<file path="src/hw/rtl/acal_pkg.sv">
// ----------------------------------------------------------------------------
// acal_pkg: shared types and constants of the accelerometer offset calibrator
// Item and result layouts, operation and mode codes, calibration constants.
// ----------------------------------------------------------------------------
package acal_pkg;

    localparam int AXES     = 3;
    localparam int VAL_W    = 9;
    localparam int RAW_W    = 8;
    localparam int OUT_W    = 12;
    localparam int SUM_W    = 13;
    localparam int CNT_W    = 5;
    localparam int SAMPLES  = 20;
    localparam int DIV_SHIFT = 17;
    localparam int DIV_MULT  = (2 ** DIV_SHIFT + SAMPLES - 1) / SAMPLES;

    localparam logic signed [VAL_W-1:0] Z_GRAVITY = 9'sd64;
    localparam logic signed [VAL_W-1:0] LOAD_MIN  = -9'sd128;
    localparam logic signed [VAL_W-1:0] LOAD_MAX  = 9'sd128;

    typedef enum logic [1:0] {
        OP_SAMPLE = 2'd0,
        OP_START  = 2'd1,
        OP_ERASE  = 2'd2,
        OP_LOAD   = 2'd3
    } opcode_t;

    typedef enum logic [1:0] {
        MODE_NONE    = 2'd0,
        MODE_HAVE    = 2'd1,
        MODE_RUNNING = 2'd2
    } mode_t;

    typedef struct packed {
        opcode_t                        opcode;
        logic [AXES-1:0][VAL_W-1:0]     val;
    } item_t;

    typedef struct packed {
        logic [AXES-1:0][OUT_W-1:0]     acc;
        logic                           load_error;
        logic                           cal_done;
        logic [1:0]                     cal_mode;
    } result_t;

endpackage

</file>
<file path="src/hw/rtl/acal_in_stage.sv">
// ----------------------------------------------------------------------------
// acal_in_stage: input register
// Hold one accepted item until the core takes it.
// ----------------------------------------------------------------------------
module acal_in_stage
    import acal_pkg::*;
(
    input  logic  clk,
    input  logic  rst_n,
    input  logic  in_valid,
    output logic  in_ready,
    input  item_t in_item,
    input  logic  out_free,
    output logic  take,
    output item_t item
);

    logic  valid_reg;
    item_t item_reg;

    assign take     = valid_reg && out_free;
    assign in_ready = !valid_reg || take;
    assign item     = item_reg;

    always_ff @(posedge clk or negedge rst_n)
    begin
        if (!rst_n)
        begin
            valid_reg <= 1'b0;
        end
        else if (in_ready)
        begin
            valid_reg <= in_valid;
        end
    end

    always_ff @(posedge clk)
    begin
        if (in_ready && in_valid)
        begin
            item_reg <= in_item;
        end
    end

endmodule

</file>
<file path="src/hw/rtl/acal_core.sv">
// ----------------------------------------------------------------------------
// acal_core: calibration state and per-item datapath
// Scale or correct samples, accumulate calibration runs, erase and load offsets.
// ----------------------------------------------------------------------------
module acal_core
    import acal_pkg::*;
(
    input  logic    clk,
    input  logic    rst_n,
    input  logic    take,
    input  item_t   item,
    output result_t result
);

    logic signed [VAL_W-1:0] off_reg  [AXES];
    logic signed [VAL_W-1:0] off_next [AXES];
    logic signed [SUM_W-1:0] sum_reg  [AXES];
    logic signed [SUM_W-1:0] sum_next [AXES];
    mode_t                   mode_reg;
    mode_t                   mode_next;
    logic [CNT_W-1:0]        cnt_reg;
    logic [CNT_W-1:0]        cnt_next;

    logic signed [RAW_W-1:0] raw  [AXES];
    logic signed [VAL_W-1:0] ld   [AXES];
    logic signed [9:0]       diff [AXES];
    logic signed [SUM_W-1:0] acc_sum [AXES];
    logic signed [VAL_W-1:0] quot [AXES];
    logic [AXES-1:0]         oor;
    logic [AXES-1:0]         nz;

    function automatic logic signed [VAL_W-1:0] div_samples(logic signed [SUM_W-1:0] s);
        logic [SUM_W-1:0]   mag;
        logic [30:0]        prod;
        logic [SUM_W-1:0]   q;
        logic [SUM_W-1:0]   qs;
        mag  = s[SUM_W-1] ? SUM_W'(-s) : SUM_W'(s);
        prod = 31'(mag) * 31'(DIV_MULT);
        q    = prod[DIV_SHIFT +: SUM_W];
        qs   = s[SUM_W-1] ? (~q + 1'b1) : q;
        return $signed(qs[VAL_W-1:0]);
    endfunction

    always_comb
    begin
        for (int i = 0; i < AXES; i++)
        begin
            raw[i]     = $signed(item.val[i][RAW_W-1:0]);
            ld[i]      = $signed(item.val[i]);
            diff[i]    = 10'(raw[i]) - 10'(off_reg[i]);
            acc_sum[i] = sum_reg[i] + SUM_W'(raw[i]);
            quot[i]    = div_samples(acc_sum[i]);
            oor[i]     = (ld[i] < LOAD_MIN) || (ld[i] > LOAD_MAX);
            nz[i]      = |ld[i];
        end
    end

    always_comb
    begin
        for (int i = 0; i < AXES; i++)
        begin
            off_next[i]   = off_reg[i];
            sum_next[i]   = sum_reg[i];
            result.acc[i] = '0;
        end
        mode_next         = mode_reg;
        cnt_next          = cnt_reg;
        result.cal_done   = 1'b0;
        result.load_error = 1'b0;

        case (item.opcode)
            OP_SAMPLE:
            begin
                case (mode_reg)
                    MODE_NONE:
                    begin
                        for (int i = 0; i < AXES; i++)
                        begin
                            result.acc[i] = OUT_W'(raw[i]) <<< 2;
                        end
                    end
                    MODE_HAVE:
                    begin
                        for (int i = 0; i < AXES; i++)
                        begin
                            result.acc[i] = OUT_W'(diff[i]) <<< 2;
                        end
                    end
                    default:
                    begin
                        cnt_next = cnt_reg + 1'b1;
                        for (int i = 0; i < AXES; i++)
                        begin
                            result.acc[i] = OUT_W'(raw[i]);
                            sum_next[i]   = acc_sum[i];
                        end
                        if (cnt_next >= CNT_W'(SAMPLES))
                        begin
                            off_next[0] = quot[0];
                            off_next[1] = quot[1];
                            if (!acc_sum[2][SUM_W-1] && (|acc_sum[2]))
                            begin
                                off_next[2] = quot[2] - Z_GRAVITY;
                            end
                            else
                            begin
                                off_next[2] = quot[2] + Z_GRAVITY;
                            end
                            mode_next       = MODE_HAVE;
                            result.cal_done = 1'b1;
                            cnt_next        = '0;
                            for (int i = 0; i < AXES; i++)
                            begin
                                sum_next[i] = '0;
                            end
                        end
                    end
                endcase
            end
            OP_START:
            begin
                mode_next = MODE_RUNNING;
                cnt_next  = '0;
                for (int i = 0; i < AXES; i++)
                begin
                    sum_next[i] = '0;
                end
            end
            OP_ERASE:
            begin
                mode_next = MODE_HAVE;
                cnt_next  = '0;
                for (int i = 0; i < AXES; i++)
                begin
                    sum_next[i] = '0;
                    off_next[i] = '0;
                end
            end
            default:
            begin
                cnt_next = '0;
                for (int i = 0; i < AXES; i++)
                begin
                    sum_next[i] = '0;
                    off_next[i] = ld[i];
                end
                if (|oor)
                begin
                    result.load_error = 1'b1;
                    mode_next         = MODE_NONE;
                end
                else if (!(|nz))
                begin
                    mode_next = MODE_NONE;
                end
                else
                begin
                    mode_next = MODE_HAVE;
                end
            end
        endcase

        result.cal_mode = mode_next;
    end

    always_ff @(posedge clk or negedge rst_n)
    begin
        if (!rst_n)
        begin
            for (int i = 0; i < AXES; i++)
            begin
                off_reg[i] <= '0;
                sum_reg[i] <= '0;
            end
            mode_reg <= MODE_NONE;
            cnt_reg  <= '0;
        end
        else if (take)
        begin
            for (int i = 0; i < AXES; i++)
            begin
                off_reg[i] <= off_next[i];
                sum_reg[i] <= sum_next[i];
            end
            mode_reg <= mode_next;
            cnt_reg  <= cnt_next;
        end
    end

endmodule

</file>
<file path="src/hw/rtl/acal_out_stage.sv">
// ----------------------------------------------------------------------------
// acal_out_stage: result register
// Hold one result until the receiver takes it.
// ----------------------------------------------------------------------------
module acal_out_stage
    import acal_pkg::*;
(
    input  logic    clk,
    input  logic    rst_n,
    input  logic    load,
    input  result_t in_result,
    output logic    free,
    output logic    out_valid,
    input  logic    out_ready,
    output result_t result
);

    logic    valid_reg;
    result_t result_reg;

    assign free      = !valid_reg || out_ready;
    assign out_valid = valid_reg;
    assign result    = result_reg;

    always_ff @(posedge clk or negedge rst_n)
    begin
        if (!rst_n)
        begin
            valid_reg <= 1'b0;
        end
        else if (free)
        begin
            valid_reg <= load;
        end
    end

    always_ff @(posedge clk)
    begin
        if (load)
        begin
            result_reg <= in_result;
        end
    end

endmodule

</file>
<file path="src/hw/rtl/accel_offset_calibrator.sv">
// ----------------------------------------------------------------------------
// accel_offset_calibrator: 3-axis accelerometer offset calibration
// Corrects samples with per-axis offsets, runs calibration, erases and loads
// offsets.
//
// Input channel s_*: one item per sample or command; s_tuser carries the
// operation, s_tdata the three axis values. Output channel m_*: exactly one
// result per item, in order; m_tdata carries the three axis outputs, m_tuser
// the mode after the item and the done and load error flags.
// An accepted item passes the input register, then the datapath and state
// update into the result register, where its result becomes valid.
// Throughput is one item per cycle while the receiver does not stall; the
// core computes each state update combinationally (the offset division is
// a constant reciprocal multiply).
// Reset clears the offsets, sums and count and sets the mode to none; both
// registers come out of reset empty. When the receiver stalls, the result
// register holds, the input register fills and s_tready drops.
// ----------------------------------------------------------------------------
module accel_offset_calibrator
    import acal_pkg::*;
(
    input  logic        clk,
    input  logic        rst_n,
    input  logic        s_tvalid,
    output logic        s_tready,
    input  logic [31:0] s_tdata,   // x_value[8:0], y_value[17:9], z_value[26:18], zero fill
    input  logic [1:0]  s_tuser,   // opcode[1:0]
    output logic        m_tvalid,
    input  logic        m_tready,
    output logic [39:0] m_tdata,   // x_out[11:0], y_out[23:12], z_out[35:24], zero fill
    output logic [3:0]  m_tuser    // cal_mode[1:0], cal_done[2], load_error[3]
);

    item_t   in_item;
    item_t   item;
    result_t core_result;
    result_t out_result;
    logic    take;
    logic    out_free;

    assign in_item.opcode = opcode_t'(s_tuser);
    assign in_item.val    = s_tdata[AXES*VAL_W-1:0];

    acal_in_stage u_in_stage (
        .clk      (clk),
        .rst_n    (rst_n),
        .in_valid (s_tvalid),
        .in_ready (s_tready),
        .in_item  (in_item),
        .out_free (out_free),
        .take     (take),
        .item     (item)
    );

    acal_core u_core (
        .clk    (clk),
        .rst_n  (rst_n),
        .take   (take),
        .item   (item),
        .result (core_result)
    );

    acal_out_stage u_out_stage (
        .clk       (clk),
        .rst_n     (rst_n),
        .load      (take),
        .in_result (core_result),
        .free      (out_free),
        .out_valid (m_tvalid),
        .out_ready (m_tready),
        .result    (out_result)
    );

    assign m_tdata = {4'b0000, out_result.acc};
    assign m_tuser = {out_result.load_error, out_result.cal_done, out_result.cal_mode};

endmodule
</file>
<file path="config.mk">
export PLATFORM = sky130hd
export DESIGN_NAME = accel_offset_calibrator
export DESIGN_NICKNAME = d
export VERILOG_FILES = /design/src/hw/rtl/acal_pkg.sv /design/src/hw/rtl/acal_in_stage.sv /design/src/hw/rtl/acal_core.sv /design/src/hw/rtl/acal_out_stage.sv /design/src/hw/rtl/accel_offset_calibrator.sv
export SDC_FILE = /design/constraint.sdc
export NUM_CORES = 1
export LEC_CHECK = 0
export BUFFER_PORTS_ARGS = -buffer_cell sky130_fd_sc_hd__buf_2
export CAP_MARGIN = 20
export CORE_ASPECT_RATIO = 2
export CORE_MARGIN = 3
export CORE_UTILIZATION = 64
export CTS_BUF_LIST = sky130_fd_sc_hd__clkbuf_4
export DETAILED_ROUTE_END_ITERATION = 16
export PLACE_DENSITY = 0.83
export SETUP_SLACK_MARGIN = 0.1
export SLEW_MARGIN = 20
export SYNTH_ARGS = -nofsm -noshare
export SYNTH_HDL_FRONTEND = slang
export SYNTH_SLANG_ARGS = --single-unit
</file>
<file path="constraint.sdc">
create_clock -name clk -period 19.6 [get_ports clk]
set_input_delay 2.94 -clock clk [delete_from_list [all_inputs] [get_ports clk]]
set_output_delay 2.94 -clock clk [all_outputs]
set_load 0.02 [all_outputs]
</file>
==> metrics.txt <==
Layout area overhead=5.73%; layout cells sized above 1=6.91%; Setup Skew=between 0.03 and 0.04 ns; unrepaired setup endpoints after global routing=false; Mean Syn Cell Area=9.38 sq um; worst-path fanout max=20; EDFF count, synth=between 60 and 70; largest net degree at the start of global routing=67; CP startpoint=u_in_stage.item[18]; post-synthesis mux area share=1.01%; first-pass GRT wire length=between 70000 and 80000 microns; Via density=roughly 6.2; antenna violations before repair=1; root buffer cell=clkbuf_4; Post-synth ARST share=52.1%; Die Y=244 microns; Tcrit/Tclk final=51.5%; Top FF cell, synth=dfrtp_1; Multi-input gate area=12700 sq um; clock sinks=144; Tightest Hold Check Type=reg -> reg; post-synthesis adder-cell area fraction=38.1%; post-synthesis simple-gate area fraction=10.5%; minimum clock period after layout=10.09 ns; CP startpoint kind=flop; grt ovf=0; slew margin rel.=27.0%; status=completed; Worst Hold Depth=2; most frequent cells in the layout=ha_1, inv_1, fa_1, nor2_1, a21oi_1; CP max stage cell=o21ai_0; Final Max Slew Viols=0; Longest Clk Path Bufs=2; die area=slightly above 30000 sq um; I/O pin cnt=84; fmax=0.0991 GHz; CTS Hold Buffers Added=0; WL final=~45000 microns; Final Util=69.0%; Post-Synth XOR/XNOR Area=6.65%; Reg2Reg Depth=36; Std-Cell Core Area=around 28000 sq um; worst flop-to-flop path endpoint=u_core.off_reg[8]; fillcell total=about 2.1k; post-synthesis cell count=1925; Final setup violation count=0; Tot GR Track Use=30.2%; TritonRoute pass-1 iters=8; vias in the first global route=between 15k and 20k; cts repair resizes=0; Largest stage delay, worst path=0.62 ns; CP arrival=10.59 ns; GPL Wtd Cong=1.05; Reg area=between 3000 and 4000 sq um; CTS Buf Count=17; hpwl dp=37400 microns; post-synthesis compound-gate area fraction=~14%; R2R Setup Slk=between 9 and 10 ns; Port Buf Inserts=74; CTS tree=yes; initial DRC count=853; routed length per instance=19.3 microns; post-route ant nets=0; Post-CTS Setup Inserts=0; Slew @ Worst Pin=1.09 ns; via count=roughly 15k; synthesized cell area=roughly 18000 sq um; Seq cells post-synth=144; crit path kind=reg -> reg; Final nets=2491; FP Rows=between 80 and 90; Yosys cell types=72; Initial Utilization=65.3%; CP endpoint=u_core.off_reg[8]; sequential area share after synthesis=21.9%; Synth Warn #=0; Chip Width=between 100 and 150 microns; H-tree depth=4; Hold Fails Final Rpt=0; CP required=20.11 ns; Clock transition at path regs=~0.14 ns; max cap viols=0; main combinational cell family by area after synthesis=adder cells; max reg flops=40; drt drc=0; setup TNS=0 ns; most common cell after layout, fill and taps aside=ha_1; clock latency on the worst-skew pair=0.62 ns; Critical R2R Launch=u_in_stage.item[18]; Crit. End Element=flop
## layer usage
metal / vias to the layer above / GRT usage (%) / wire length, microns
met1: 7055 / 26.4 / 14100
li1: 6733 / - / -
met2: 493 / 58.7 / 25000
met3: 256 / 3.80 / 1740
met5: - / 0 / 0
met4: 0 / 25.5 / 4380
## worst min path at each step
| stage | start | end | slack (ns) |
|---|---|---|---|
| after global placement | u_in_stage.valid_reg | u_out_stage.out_valid | 0.46 |
| after global routing | u_core.sum_reg[13] | u_core.sum_reg[13] | 0.52 |
| after CTS | u_core.sum_reg[13] | u_core.sum_reg[13] | 0.50 |
| final | u_core.sum_reg[13] | u_core.sum_reg[13] | 0.50 |
| after floorplan | u_in_stage.valid_reg | u_out_stage.out_valid | 0.45 |
| after detailed placement | u_core.sum_reg[13] | u_core.sum_reg[13] | 0.47 |
## critical path, delay by kind of cell (launching register included)
family | cells | cell delay (ns)
AO/OA/AOI/OAI | 10 | 2.72
buffers and inverters | 6 | 0.50
adder cells (fa/ha/maj) | 9 | 3.85
flip-flops | 1 | 0.51
AND/OR/NAND/NOR | 4 | 1.18
XOR/XNOR | 7 | 1.22
## synthesized netlist by cell type (9+ instances only)
cell type,count,share of area (%)
and2_1,21,0.73
nor3_1,31,0.86
nand3_1,29,0.80
a22o_1,15,0.73
clkbuf_1,42,0.87
a221oi_1,15,0.73
nand2b_1,18,0.62
a21o_1,29,1.2
edfxtp_1,69,11
a21boi_0,10,0.42
a211oi_1,17,0.71
mux2i_1,16,0.89
inv_1,317,6.6
a31oi_1,16,0.55
o21ai_0,90,2.5
nand2_1,101,2.1
xor2_1,44,2.1
fa_1,132,15
and3_1,13,0.45
nor2_1,117,2.4
o31ai_1,15,0.62
o21a_1,11,0.46
xnor2_1,93,4.5
a21oi_1,107,3.0
or3_1,9,0.31
dfrtp_1,75,10
ha_1,338,23
## stage by stage
stage               setup slack (ns)  area [sq um]  std cells  hold slack (ns)
global route                    8.76         19100       2349            0.521
CTS                             9.54         19100       2347            0.502
floorplan                      11.18         18100       1928            0.449
global placement                9.80         18800       2315            0.457
finish                          9.51         19100       2349            0.499
detailed placement              9.62         18800       2315            0.471
## final cells by class
| cell class | count | share of cell area [%] |
|---|---|---|
| Multi-Input combinational cell | 1416 | 66.7 |
| Sequential cell | 144 | 20.7 |
| Inverter | 318 | 6.25 |
| Timing Repair Buffer | 86 | 2.43 |
| Tap cell | 352 | 2.31 |
| Clock inverter | 14 | 0.898 |
| Clock buffer | 18 | 0.708 |
| Antenna cell | 1 | 0.0131 |
## cells by family after synthesis
group	after synthesis
other cells	1
mux	18
compound gates	394
xor+xnor	137
buf+inv	368
flops	144
simple gates	393
fa+ha+maj	470
Power is left out: the tool's default activity adds up to more than one toggle a clock period on the data nets, which glitch-free logic cannot reach.
